## config.mk

```make
export PLATFORM = sky130hd
export DESIGN_NAME = three_channel_servo_pwm_with_byte_frames_top
export DESIGN_NICKNAME = d
export VERILOG_FILES = /design/src/rtl/tcspwm_pkg.sv /design/src/rtl/three_channel_servo_pwm_with_byte_frames_top.sv /design/src/rtl/tcspwm_core.sv
export SDC_FILE = /design/constraint.sdc
export NUM_CORES = 1
export LEC_CHECK = 0
export ABC_CLOCK_PERIOD_IN_PS = 8800
export BUFFER_PORTS_ARGS = -buffer_cell sky130_fd_sc_hd__buf_2
export CAP_MARGIN = 20
export CORE_MARGIN = 3
export CORE_UTILIZATION = 60
export CTS_CLUSTER_DIAMETER = 30
export DETAILED_ROUTE_END_ITERATION = 16
export GPL_ROUTABILITY_DRIVEN = 0
export PLACE_DENSITY_LB_ADDON = 0.3
export SETUP_SLACK_MARGIN = 0.2
export SYNTH_ARGS = -nofsm -noshare
export SYNTH_HDL_FRONTEND = slang
export SYNTH_SLANG_ARGS = --single-unit
```

## constraint.sdc

```tcl
create_clock -name clk -period 8.8 [get_ports clk]
set_input_delay 1.76 -clock clk [delete_from_list [all_inputs] [get_ports clk]]
set_output_delay 1.76 -clock clk [all_outputs]
set_load 0.01 [all_outputs]
```

## src/rtl/tcspwm_pkg.sv

```systemverilog
// Package for the three-channel servo PWM block with byte frames.
// Holds beat types, configuration indexes, frame codes and reset values.
// No dependencies; used by tcspwm_core and the top level.
package tcspwm_pkg;

  localparam int PERIOD_W = 10;
  localparam int PULSE_W  = 8;
  localparam int CFG_IDX_W = 2;
  localparam int CFG_DATA_W = 10;

  localparam logic [CFG_IDX_W-1:0] CFG_PERIOD_TICKS = 2'd0;
  localparam logic [CFG_IDX_W-1:0] CFG_MIN_PULSE    = 2'd1;
  localparam logic [CFG_IDX_W-1:0] CFG_MAX_PULSE    = 2'd2;

  localparam logic [1:0] FRAME_IDLE = 2'd0;
  localparam logic [1:0] FRAME_X    = 2'd1;
  localparam logic [1:0] FRAME_Y    = 2'd2;
  localparam logic [1:0] FRAME_Z    = 2'd3;

  localparam logic REQ_TICK = 1'b0;
  localparam logic REQ_BYTE = 1'b1;

  localparam logic [PULSE_W-1:0]  FRAME_HEADER = 8'hFE;
  localparam logic [PERIOD_W-1:0] PERIOD_RESET = 10'd400;
  localparam logic [PULSE_W-1:0]  MIN_RESET    = 8'd10;
  localparam logic [PULSE_W-1:0]  MAX_RESET    = 8'd50;
  localparam logic [PULSE_W-1:0]  TARGET_RESET = 8'd30;

  typedef struct packed {
    logic               req_type;
    logic [PULSE_W-1:0] rx_byte;
  } in_beat_t;

  typedef struct packed {
    logic pin_x;
    logic pin_y;
    logic pin_z;
  } out_beat_t;

  typedef struct packed {
    logic                  we;
    logic [CFG_IDX_W-1:0]  index;
    logic [CFG_DATA_W-1:0] wdata;
  } cfg_wr_t;

endpackage

```

## src/rtl/three_channel_servo_pwm_with_byte_frames_top.sv

```systemverilog
// Three-channel servo PWM generator fed by tick and byte beats.
// Each accepted result beat is registered in the head entry, or in the skid entry while the head is held.
// Throughput: one beat per cycle; a two-entry output buffer keeps input open while
// a result waits, so input stalls only when both entries are full.
// Reset: synchronous, active low; clears counter, frame and pins, loads default
// targets and configuration. Depends on tcspwm_pkg and tcspwm_core.
module three_channel_servo_pwm_with_byte_frames_top (
  input  logic                                  clk,
  input  logic                                  rst_n,
  input  logic                                  in_valid,
  output logic                                  in_ready,
  input  tcspwm_pkg::in_beat_t                  in_data,
  output logic                                  out_valid,
  input  logic                                  out_ready,
  output tcspwm_pkg::out_beat_t                 out_data,
  input  logic                                  cfg_we,
  input  logic [tcspwm_pkg::CFG_IDX_W-1:0]      cfg_index,
  input  logic [tcspwm_pkg::CFG_DATA_W-1:0]     cfg_wdata
);

  tcspwm_pkg::cfg_wr_t   cfg_wr;
  tcspwm_pkg::out_beat_t result;
  tcspwm_pkg::out_beat_t out_data_r;
  tcspwm_pkg::out_beat_t skid_data_r;
  logic                  out_valid_r;
  logic                  skid_valid_r;
  logic                  accept;
  logic                  pop;

  assign cfg_wr.we    = cfg_we;
  assign cfg_wr.index = cfg_index;
  assign cfg_wr.wdata = cfg_wdata;

  assign in_ready  = !skid_valid_r;
  assign accept    = in_valid && in_ready;
  assign pop       = out_valid_r && out_ready;
  assign out_valid = out_valid_r;
  assign out_data  = out_data_r;

  tcspwm_core u_core (
    .clk     (clk),
    .rst_n   (rst_n),
    .cfg_wr  (cfg_wr),
    .accept  (accept),
    .in_beat (in_data),
    .result  (result)
  );

  always_ff @(posedge clk) begin
    if (!rst_n) begin
      out_valid_r  <= 1'b0;
      skid_valid_r <= 1'b0;
    end else if (skid_valid_r) begin
      if (pop) begin
        out_data_r   <= skid_data_r;
        skid_valid_r <= 1'b0;
      end
    end else if (accept) begin
      if (!out_valid_r || pop) begin
        out_data_r  <= result;
        out_valid_r <= 1'b1;
      end else begin
        skid_data_r  <= result;
        skid_valid_r <= 1'b1;
      end
    end else if (pop) begin
      out_valid_r <= 1'b0;
    end
  end

  skid_needs_head: assert property (@(posedge clk) disable iff (!rst_n)
    skid_valid_r |-> out_valid_r)
    else $error("skid entry held without a head entry");

  accept_gives_result: assert property (@(posedge clk) disable iff (!rst_n)
    accept |=> out_valid_r)
    else $error("accepted beat produced no result");

  skid_moves_to_head: assert property (@(posedge clk) disable iff (!rst_n)
    skid_valid_r && pop |=> out_valid_r && !skid_valid_r
    && out_data_r == $past(skid_data_r))
    else $error("skid entry lost on drain");

  skid_holds_on_stall: assert property (@(posedge clk) disable iff (!rst_n)
    skid_valid_r && !out_ready |=> skid_valid_r && $stable(skid_data_r))
    else $error("skid entry changed while stalled");

endmodule

```

## src/rtl/tcspwm_core.sv

```systemverilog
// State of the servo PWM block: configuration, period counter, targets and frame parser.
// Produces the pin levels that result from each accepted beat.
// Depends on tcspwm_pkg.
module tcspwm_core (
  input  logic                 clk,
  input  logic                 rst_n,
  input  tcspwm_pkg::cfg_wr_t  cfg_wr,
  input  logic                 accept,
  input  tcspwm_pkg::in_beat_t in_beat,
  output tcspwm_pkg::out_beat_t result
);

  logic [tcspwm_pkg::PERIOD_W-1:0] period_r;
  logic [tcspwm_pkg::PULSE_W-1:0]  min_r;
  logic [tcspwm_pkg::PULSE_W-1:0]  max_r;
  logic [tcspwm_pkg::PERIOD_W-1:0] count_r, count_nxt;
  logic [tcspwm_pkg::PULSE_W-1:0]  tgt_x_r, tgt_x_nxt;
  logic [tcspwm_pkg::PULSE_W-1:0]  tgt_y_r, tgt_y_nxt;
  logic [tcspwm_pkg::PULSE_W-1:0]  tgt_z_r, tgt_z_nxt;
  logic [1:0]                      frame_r, frame_nxt;
  logic [2:0]                      pins_r, pins_nxt;
  logic [tcspwm_pkg::PERIOD_W:0]   count_inc;
  logic [tcspwm_pkg::PULSE_W-1:0]  raised;
  logic [tcspwm_pkg::PULSE_W-1:0]  clamped;

  always_comb begin
    count_inc = {1'b0, count_r} + {{tcspwm_pkg::PERIOD_W{1'b0}}, 1'b1};
    raised    = (in_beat.rx_byte < min_r) ? min_r : in_beat.rx_byte;
    clamped   = (raised > max_r) ? max_r : raised;
    count_nxt = count_r;
    tgt_x_nxt = tgt_x_r;
    tgt_y_nxt = tgt_y_r;
    tgt_z_nxt = tgt_z_r;
    frame_nxt = frame_r;
    pins_nxt  = pins_r;
    if (in_beat.req_type == tcspwm_pkg::REQ_TICK) begin
      if (count_inc >= {1'b0, period_r}) begin
        count_nxt = '0;
      end else begin
        count_nxt = count_inc[tcspwm_pkg::PERIOD_W-1:0];
      end
      pins_nxt[0] = count_nxt < {2'b00, tgt_x_r};
      pins_nxt[1] = count_nxt < {2'b00, tgt_y_r};
      pins_nxt[2] = count_nxt < {2'b00, tgt_z_r};
    end else if (in_beat.rx_byte == tcspwm_pkg::FRAME_HEADER) begin
      frame_nxt = tcspwm_pkg::FRAME_X;
    end else begin
      case (frame_r)
        tcspwm_pkg::FRAME_X: begin
          tgt_x_nxt = clamped;
          frame_nxt = tcspwm_pkg::FRAME_Y;
        end
        tcspwm_pkg::FRAME_Y: begin
          tgt_y_nxt = clamped;
          frame_nxt = tcspwm_pkg::FRAME_Z;
        end
        tcspwm_pkg::FRAME_Z: begin
          tgt_z_nxt = clamped;
          frame_nxt = tcspwm_pkg::FRAME_IDLE;
        end
        default: begin
          frame_nxt = frame_r;
        end
      endcase
    end
  end

  assign result.pin_x = pins_nxt[0];
  assign result.pin_y = pins_nxt[1];
  assign result.pin_z = pins_nxt[2];

  always_ff @(posedge clk) begin
    if (!rst_n) begin
      period_r <= tcspwm_pkg::PERIOD_RESET;
      min_r    <= tcspwm_pkg::MIN_RESET;
      max_r    <= tcspwm_pkg::MAX_RESET;
    end else if (cfg_wr.we) begin
      case (cfg_wr.index)
        tcspwm_pkg::CFG_PERIOD_TICKS: period_r <= cfg_wr.wdata;
        tcspwm_pkg::CFG_MIN_PULSE:    min_r <= cfg_wr.wdata[tcspwm_pkg::PULSE_W-1:0];
        tcspwm_pkg::CFG_MAX_PULSE:    max_r <= cfg_wr.wdata[tcspwm_pkg::PULSE_W-1:0];
        default: begin
        end
      endcase
    end
  end

  always_ff @(posedge clk) begin
    if (!rst_n) begin
      count_r <= '0;
      tgt_x_r <= tcspwm_pkg::TARGET_RESET;
      tgt_y_r <= tcspwm_pkg::TARGET_RESET;
      tgt_z_r <= tcspwm_pkg::TARGET_RESET;
      frame_r <= tcspwm_pkg::FRAME_IDLE;
      pins_r  <= '0;
    end else if (accept) begin
      count_r <= count_nxt;
      tgt_x_r <= tgt_x_nxt;
      tgt_y_r <= tgt_y_nxt;
      tgt_z_r <= tgt_z_nxt;
      frame_r <= frame_nxt;
      pins_r  <= pins_nxt;
    end
  end

  tick_count_bound: assert property (@(posedge clk) disable iff (!rst_n)
    accept && in_beat.req_type == tcspwm_pkg::REQ_TICK
    |=> count_r == '0 || count_r < period_r || !$stable(period_r))
    else $error("tick counter left the period range");

  byte_keeps_pins: assert property (@(posedge clk) disable iff (!rst_n)
    accept && in_beat.req_type == tcspwm_pkg::REQ_BYTE |=> $stable(pins_r))
    else $error("byte beat changed the pin levels");

  header_restarts_frame: assert property (@(posedge clk) disable iff (!rst_n)
    accept && in_beat.req_type == tcspwm_pkg::REQ_BYTE
    && in_beat.rx_byte == tcspwm_pkg::FRAME_HEADER
    |=> frame_r == tcspwm_pkg::FRAME_X && $stable(tgt_x_r))
    else $error("header byte did not restart the frame");

endmodule
```

[Word level (Yosys, flattened, before mapping)]
Index checks and enable logic that the tools add are counted.
Cells by class
  reduce and logical (&&, ||, !) cells: 21
  bitwise operators: 4
  add/subtract/negate cells: 1
  $lt $le $gt $ge: 6
  multiplexer cells: 18
  multipliers: 0
  equal/unequal tests: 8
  shifts and indexed selects: 0
  div/mod/pow operators: 0
Operators with widths (number)
  < comparator 10 x 8 -> 1 bit: 3
  2-to-1 mux 10 bit: 2
  AND reduction 4 bit: 5
  2-to-1 mux 8 bit: 2
  2-to-1 mux 3 bit: 5
  adder 10 x 1 -> 11 bit (second input constant): 1
  >= comparator 11 x 10 -> 1 bit: 1
  equality test 8 bit (second input constant): 1
  > comparator 8 bit: 1
  < comparator 8 bit: 1
  AND reduction 2 bit: 4
  2-to-1 mux 1 bit: 7
  equality test 2 bit (second input constant): 3
  case mux 2 bit (3 select lines): 1
  AND reduction 3 bit: 2
  nonzero test 2 bit: 3
  equality test 2 x 1 -> 1 bit (second input constant): 2
  inequality test 2 x 1 -> 1 bit (second input constant): 2
  NOT 1 bit: 4
  nonzero test 4 bit: 1
  logical AND 1 bit: 2
  zero test 1 bit: 2
  zero test 2 bit: 1
  2-to-1 mux 2 bit: 1
  logical OR 1 bit: 1
Storage, ports and cells
  memory bits (writable): 0
  logic and storage cells: 75
  memories kept: 0
  bits in latches: 0
  output and inout bits: 5
  bits in registers: 73
  bits in read-only memories: 0

[Longest topological paths before layout]
Gate-level depths: netlist of run 1.
  depth after elaboration: 9
  mapped depth: 19
  mapped depth without buffers: 18

[Cells and area by module]
From an unflattened synthesis of run 1, not the netlist that was laid out.
Unflattened totals
  cell total of the unflattened synthesis: 539
  area, all modules: 4539.4 µm²
Modules (own cells, without submodules)
  tcspwm_core: seq. area each 1301.2 µm², instances 1, area an instance 4187.8 µm², cells an instance 515
  three_channel_servo_pwm_with_byte_frames_top: seq. area each 220.2 µm², instances 1, area an instance 351.6 µm², cells an instance 24

[Worst setup path before layout of run 1]
Ideal clock, no wire load.
  kind: input-to-reg
  from: in in_data[2] (netlist name)
  to: reg u_core.tgt_x_r[1] (netlist name)
  cell stages on the path: 16
  setup time: 0.141 ns
  data arrival time: 4.710 ns
  path slack: 3.949 ns
  cell sequence: ha_1 -> a21o_1 -> a31oi_1 -> o21ai_1 -> o41a_1 -> buf_2 -> mux2_2 -> ha_1 -> nor2b_1 -> o21ai_0 -> a21oi_1 -> o21bai_1 -> a21oi_1 -> clkbuf_1 -> mux2i_1 -> o211ai_1
On the way
  longest elaborated chain between the ends: 4
  elaborated cells between the ends (all ways): 7
RTL lines
  start, declared: line three_channel_servo_pwm_with_byte_frames_top.sv:12  | input tcspwm_pkg::in_beat_t in_data,
  < comparator 8 bit: line tcspwm_core.sv:28  | raised = (in_beat.rx_byte < min_r) ? min_r : in_beat.rx_byte;
  2-to-1 mux 8 bit: line tcspwm_core.sv:28
  > comparator 8 bit: line tcspwm_core.sv:29  | clamped = (raised > max_r) ? max_r : raised;
  2-to-1 mux 8 bit: line tcspwm_core.sv:29
  end signal, assigned: line tcspwm_core.sv:91  | tgt_x_r <= tcspwm_pkg::TARGET_RESET;
  end signal, assigned: line tcspwm_core.sv:98  | tgt_x_r <= tgt_x_nxt;
  end, declared: line tcspwm_core.sv:17  | logic [tcspwm_pkg::PULSE_W-1:0] tgt_x_r, tgt_x_nxt;
Several ways; a longest one is shown, not always the timed one.
A chain may end at the register's enable or synchronous reset.

[Worst setup path after layout of run 1]
  from: in in_data[2] (netlist name)
  to: reg u_core.tgt_x_r[4] (netlist name)
Same word-level chain as after synthesis.

==> run_results.csv, run 1 <==
group,metric,value,unit
setup_path,critPathLaunchType,"input pin",
power,p_switching,0.193,mW
cells_and_area,final_cell_mix,"nand2_1 (78), dfxtp_1 (67), inv_1 (52)",
synth,yosys-mux-area-fraction,0.0425,
sta,clock.fmax,0.187,GHz
flow_run,cap_viol_max_count,0,
synth,synth.avg_cell_area,8.24,µm²
cells_and_area,final_nets,632,
power,pwr-share-clk,0.350,
synth,synthTopCellsByArea,"dfxtp_1 (30%), ha_1 (13%), nand2_1 (6.6%)",
clock_network,post_cts_buffers,0,
sta,slew_headroom,0.296,
synth,postSynth.asyncResetShare,0,
status,status,"complete, no violations",
sta,finalSetupTns,0,ns
power,peakVddDrop,0.0992,mV
sta,worst_slack,3.45,ns
clock_network,cts_tree,"done",
global_route,overflow,0,
synth,synth_top_area_share,0.301,
floorplanning,rows,30,
sta,worst_pin_slew,1.06,ns
sta,min_period_over_period,0.608,
placed_design,dpl_worst_slack,3.16,ns
synth,synth-edff-count,6,
sta,rsz0062_at_grt,"false",
setup_path,crit_required,8.99,ns
floorplanning,die_area,8490,µm²
clock_network,cts_buffer_depth,2,
clock_network,clock_latency,0.34,ns
cells_and_area,regArea,1520,µm²
cells_and_area,area_delta_synth_final,8.38,%
cells_and_area,fillers,579,
synth,yosysWarningCount,0,
synth,syn_nets,611,
synth,synthAdderAreaFrac,0.127,
power,leakagePower,2.23,nW
cells_and_area,n_antenna_cell,0,
floorplanning,fp.dieH,92.1,µm
clock_network,root_buffer,"clkbuf_8",
sta,hold_viol,0,
power,p_int,0.501,mW
clock_network,ctsHoldBuffers,0,
power,powerDensity,144,nW/µm²
sta,setup_viol_count_final,0,
synth,synthSimpleGateAreaFrac,0.213,
clock_network,cts.sinks,73,
global_route,grt_max_degree,73,
placed_design,dp_hpwl,7.85,mm
synth,ys.flop_type,"dfxtp_1",
route,vias_per_cell,5.83,
setup_path,cp_max_fo,12,
floorplanning,initial_core_util,0.637,
clock_network,clk_pin_slew,0.08,ns
route,num_vias,3861,
sta,finalCriticalPeriod,5.35,ns
global_route,grt_pass1_wl,16.7,mm
sta,skew,0.0112,ns
synth,synth_area,4450,µm²
cells_and_area,multi_input_area,2640,µm²
setup_path,rr_startpoint,"u_core.count_r[0]",
synth,synth-xor-area-share,0.0177,
setup_path,timing.reg2reg.worst_path_depth,17,
setup_path,crit_type,"input pin to register",
synth,ys_ff_latch,73,
clock_network,ctsHtreeMaxLevel,3,
power,comb_power_share,0.144,
synth,synth_compound_area_frac,0.194,
floorplanning,die_w,92.1,µm
placed_design,io_buffers,30,
global_route,antenna_found_initial,0,
synth,synthCells,540,
setup_path,cp-endpoint,"u_core.tgt_x_r[4]",
setup_path,reg2reg_slack,3.98,ns
cells_and_area,layout_commonest_cell,"nand2_1",
power,p_seq_frac,0.507,
route,first_pass_iters,4,
setup_path,end_kind,"register",
route,ant_nets,0,
global_route,track_usage,0.246,
clock_network,cts_resized,0,
worst_hold_path,hold_class,"register to register",
setup_path,r2r_end,"out_data[2]",
synth,seq_area_frac_synth,0.342,
floorplanning,io_pins,31,
sta,drv_slew,0,
setup_path,worstSetupStartpoint,"in_data[2]",
power,p_sw_frac,0.279,
route,wire_per_inst,15.4,µm
synth,synth_top_cell_by_area,"dfxtp_1",
synth,synth.distinct_cells,47,
route,totalWireLength,10.2,mm
cells_and_area,drive_above_1_share,0.120,
global_route,grt_pass1_vias,3548,
route,drc,0,
floorplanning,core_area,6980,µm²
setup_path,cp.arrival,5.54,ns
synth,synth_top_family_by_area,"simple AND/OR/NAND/NOR gates",
route,drt_iter0_drc,210,
clock_network,cts_buffers,9,
==> cell usage after synthesis, types with 6 or more instances <==
cell type	n
inv_1	52
o211ai_1	18
nand2_1	78
xor2_1	6
nor3_1	7
a21boi_0	19
mux2i_1	11
o21ai_0	11
nor2b_1	21
nand3_1	29
ha_1	45
edfxtp_1	6
mux2_2	7
dfxtp_1	67
o31ai_1	18
clkbuf_1	19
a21oi_1	27
nor2_1	28
==> worst max-delay path, stage by stage <==
cell and delay [ns]:
buf_2 0.12, ha_1 0.30, a21o_1 0.18, a31oi_1 0.13
o21ai_1 0.09, o41a_1 0.47, mux2_2 0.35, ha_1 0.29
nor2b_1 0.14, o21ai_0 0.11, a21oi_1 0.14, o21bai_1 0.07
a21oi_1 0.83, mux2i_1 0.42, o211ai_1 0.13
==> area by class of cell <==
class	count	area share
Multi-Input combinational cell	393	0.548
Sequential cell	73	0.315
Tap cell	96	0.0249
Timing Repair Buffer	32	0.0342
Clock buffer	11	0.0314
Inverter	52	0.0405
Clock inverter	5	0.00597
==> cells by family after synthesis <==
kind of cell / Yosys count
DFF: 73
xor gates and xnor gates: 9
muxes: 18
buffers and inverters: 74
AOI/OAI and AO/OA: 124
and+or+nand+nor: 197
adders and majority gates: 45
==> flip-flops by register name, summed over array words and instances (netlist names), 8 cells and up <==
signal           cells
u_core.tgt_y_r       8
u_core.tgt_z_r       8
u_core.tgt_x_r       8
u_core.count_r      10
u_core.max_r         8
u_core.period_r     10
u_core.min_r         8
==> worst min-delay path by stage <==
stage,start,to,slack [ns],depth (start not counted)
after floorplan,u_core.max_r[6],u_core.max_r[6],0.44,2
after global placement,u_core.period_r[3],u_core.period_r[3],0.46,2
after detailed placement,u_core.period_r[9],u_core.period_r[9],0.46,2
after CTS,u_core.period_r[9],u_core.period_r[9],0.47,2
after global routing,u_core.max_r[7],u_core.max_r[7],0.50,2
final,u_core.period_r[2],u_core.period_r[2],0.47,2
==> power by group through the flow <==
stage	combinational, mW	sequential (mW)	clock (mW)
after floorplan	0.0707	0.357	0
after global placement	0.0936	0.359	0
after detailed placement	0.0983	0.359	0
after CTS	0.0992	0.351	0.244
after global routing	0.110	0.353	0.259
final	0.0998	0.352	0.243
==> layer usage <==
| metal | track usage | vias to the layer above | share of wire |
|---|---|---|---|
| li1 | - | 1922 | - |
| met1 | 0.323 | 1810 | 0.45 |
| met2 | 0.411 | 109 | 0.47 |
| met3 | 0.0295 | 20 | 0.046 |
| met4 | 0.100 | 0 | 0.027 |
| met5 | 0 | - | 0 |
==> per-stage QoR <==
stage          std cells  hold WS [ns]  utilization  area, µm²  power, mW
6_report             662         0.468        0.691       4820      0.694
5_1_grt              662         0.497        0.691       4820      0.722
4_1_cts              662         0.472        0.691       4820      0.694
3_5_place_dp         646         0.461        0.665       4640      0.457
3_3_place_gp         646         0.455        0.665       4640      0.452
2_1_floorplan        540         0.443            -       4450      0.428
No activity file was read; power rests on OpenSTA's default activity.
==> run 2: changes to the inputs <==
ABC_AREA = 1   (was not set)
ABC_CLOCK_PERIOD_IN_PS = 5600   (was 8800)
clock period = 5.6 ns   (was 8.8 ns; I/O delays follow)
==> run 2 against run 1 <==
Combinational power is 140% higher. Via count increased by 5.6%. Cell count rose by 11%. Synthesized cell count grew 13%. Sequential power is 60% higher.
==> run_results.csv, run 2 <==
group,metric,value,unit
floorplanning,fp.dieH,92.6,µm
cells_and_area,drive_above_1_share,0.150,
sta,rsz0062_at_grt,"false",
power,p_int,0.909,mW
sta,worst_pin_slew,1.02,ns
synth,synth.avg_cell_area,7.40,µm²
sta,timing.hold.ws,0.470,ns
global_route,met2_usage,0.446,
sta,setup_viol_count_final,0,
setup_path,cp_max_fo,16,
setup_path,crit_type,"input pin to register",
route,drt_iter0_drc,309,
clock_network,cts_buffers,9,
power,peakVddDrop,0.144,mV
setup_path,crit_required,5.90,ns
sta,skew,0.0128,ns
synth,yosysMostFrequentCell,"nand2_1",
power,comb_power_share,0.182,
sta,finalSetupTns,0,ns
setup_path,cp.arrival,3.97,ns
power,p_seq_frac,0.435,
power,pwr-share-clk,0.383,
synth,synth_top_area_share,0.298,
route,totalWireLength,10.7,mm
floorplanning,io_pins,31,
global_route,grt_pass1_wl,18.1,mm
route,num_vias,4076,
route,drc,0,
synth,synthTopCellsByArea,"dfxtp_1 (30%), ha_1 (13%), nand2_1 (11%)",
setup_path,end_kind,"register",
placed_design,dp_hpwl,8.33,mm
power,p_switching,0.384,mW
cells_and_area,layout_commonest_cell,"nand2_1",
global_route,use_met1,0.337,
clock_network,cts_resized,0,
global_route,overflow,0,
power,p_sw_frac,0.297,
synth,synth-edff-count,6,
synth,synth.distinct_cells,38,
power,leakagePower,2.45,nW
clock_network,post_cts_buffers,0,
placed_design,io_buffers,30,
status,status,"complete, no violations",
synth,syn_nets,679,
floorplanning,rows,30,
cells_and_area,layoutNonFillerInstCount,738,
cells_and_area,reg_top3,"u_core.count_r: 10 flops, u_core.period_r: 10 flops",
clock_network,root_buffer,"clkbuf_8",
clock_network,cts_tree,"done",
route,first_pass_iters,4,
global_route,antenna_found_initial,0,
clock_network,ctsHtreeMaxLevel,3,
setup_path,reg2reg_slack,2.02,ns
cells_and_area,fillers,603,
synth,yosysWarningCount,0,
sta,finalCriticalPeriod,3.67,ns
cells_and_area,area_delta_synth_final,10.3,%
synth,synth_top_cell_by_area,"dfxtp_1",
placed_design,post-place-cells,722,
global_route,use_met3,0.0406,
clock_network,ctsHoldBuffers,0,
sta,hold_viol,0,
synth,synthCells,608,
global_route,track_usage,0.266,
worst_hold_path,hold_class,"register to register",
clock_network,cts_buffer_depth,2,
clock_network,clock_latency,0.36,ns
floorplanning,die_w,92.6,µm
flow_run,cap_viol_max_count,0,
clock_network,clk_pin_slew,0.09,ns
floorplanning,initial_core_util,0.641,
global_route,grt_max_degree,42,
clock_network,cts.sinks,73,
synth,synth_area,4500,µm²
synth,ys.flop_type,"dfxtp_1",
floorplanning,die_area,8570,µm²
cells_and_area,final_cell_mix,"nand2_1 (128), inv_1 (95), dfxtp_1 (67)",
global_route,grt_busiest_layer,"met2",
power,powerDensity,261,nW/µm²
global_route,grt_pass1_vias,3901,
synth,postSynth.asyncResetShare,0,
sta,clock.fmax,0.272,GHz
cells_and_area,final_util,0.707,
cells_and_area,final_nets,708,
synth,seq_area_frac_synth,0.338,
synth,ys_ff_latch,73,
sta,slew_headroom,0.318,
floorplanning,core_area,7020,µm²
sta,min_period_over_period,0.656,
synth,synth_common_cells,"nand2_1 (128), inv_1 (95), dfxtp_1 (67), a21oi_1 (62), ha_1 (45)",
sta,drv_slew,0,
route,wire_per_inst,14.6,µm
setup_path,critPathLaunchType,"input pin",
cells_and_area,n_antenna_cell,0,
route,ant_nets,0,
route,vias_per_cell,5.52,
## run 2: changes by cell type in the layout (fill, tap and decap cells not counted), sizes merged, moves of 7 or more
cell and delta:
a21boi -19, a21oi +36, inv +48, mux2 -7, mux2i -11, nand2 +63, nand3 +12, nand4 +10
nor2b -21, o211ai -8, o21ai +23, o31ai -18
## run 2: power groups by stage
stage	registers, mW	clock network [mW]	logic (mW)
after floorplan	0.572	0	0.169
after global placement	0.573	0	0.220
after detailed placement	0.574	0	0.230
after CTS	0.562	0.498	0.233
after global routing	0.564	0.523	0.266
final	0.562	0.495	0.236
## run 2: area by class of cell
| type | count | area [µm²] | share of cell area |
|---|---|---|---|
| timing repair buffer | 30 | 150 | 0.0303 |
| sequential | 73 | 1520 | 0.307 |
| multi-input combinational | 422 | 2550 | 0.515 |
| inverter | 101 | 379 | 0.0764 |
| clock inverter | 5 | 85.1 | 0.0172 |
| tap | 96 | 120 | 0.0242 |
| clock buffer | 11 | 153 | 0.0308 |
## run 2: metal layers
| metal | part of all wire | vias up |
|---|---|---|
| li1 | - | 2058 |
| met1 | 0.43 | 1861 |
| met2 | 0.48 | 134 |
| met3 | 0.053 | 23 |
| met4 | 0.028 | 0 |
| met5 | 0 | - |
## run 2: final timing paths
kind | startpoint | endpoint | cells past startpoint
setup / recovery | in_data[7] | u_core.tgt_y_r[0] | 16
hold / removal | u_core.period_r[2] | u_core.period_r[2] | 2
setup reg to reg | u_core.count_r[0] | out_data[1] | 19
hold reg to reg | u_core.period_r[2] | u_core.period_r[2] | 2
## run 2: cells by family (layout without fill, tap and decap cells)
group,after synthesis,in the layout,synth area share
DFF,73,73,0.338
AOI/OAI and AO/OA,121,121,0.149
buffers and inverters,113,147,0.0945
and+or+nand+nor,250,250,0.278
xor gates and xnor gates,6,6,0.0150
adders and majority gates,45,45,0.125
## run 2: metrics by stage
| stage | total power, mW | area, µm² | setup WS [ns] |
|---|---|---|---|
| floorplan | 0.741 | 4500 | 2.06 |
| CTS | 1.29 | 4960 | 1.97 |
| finish | 1.29 | 4960 | 1.93 |
| global placement | 0.793 | 4720 | 1.72 |
| detailed placement | 0.804 | 4720 | 1.68 |
| global route | 1.35 | 4960 | 1.64 |
## run 2: worst max-delay path, stage by stage
cell	delay [ns]
buf_2	0.12
ha_1	0.31
a21oi_1	0.25
o211ai_2	0.30
o21ai_0	0.35
ha_1	0.32
a21oi_1	0.14
o21ai_0	0.08
nand2_1	0.07
o211ai_1	0.08
nand2_1	0.12
inv_1	0.17
or2_2	0.36
nand3_1	0.08
nand2_1	0.06
inv_1	0.04
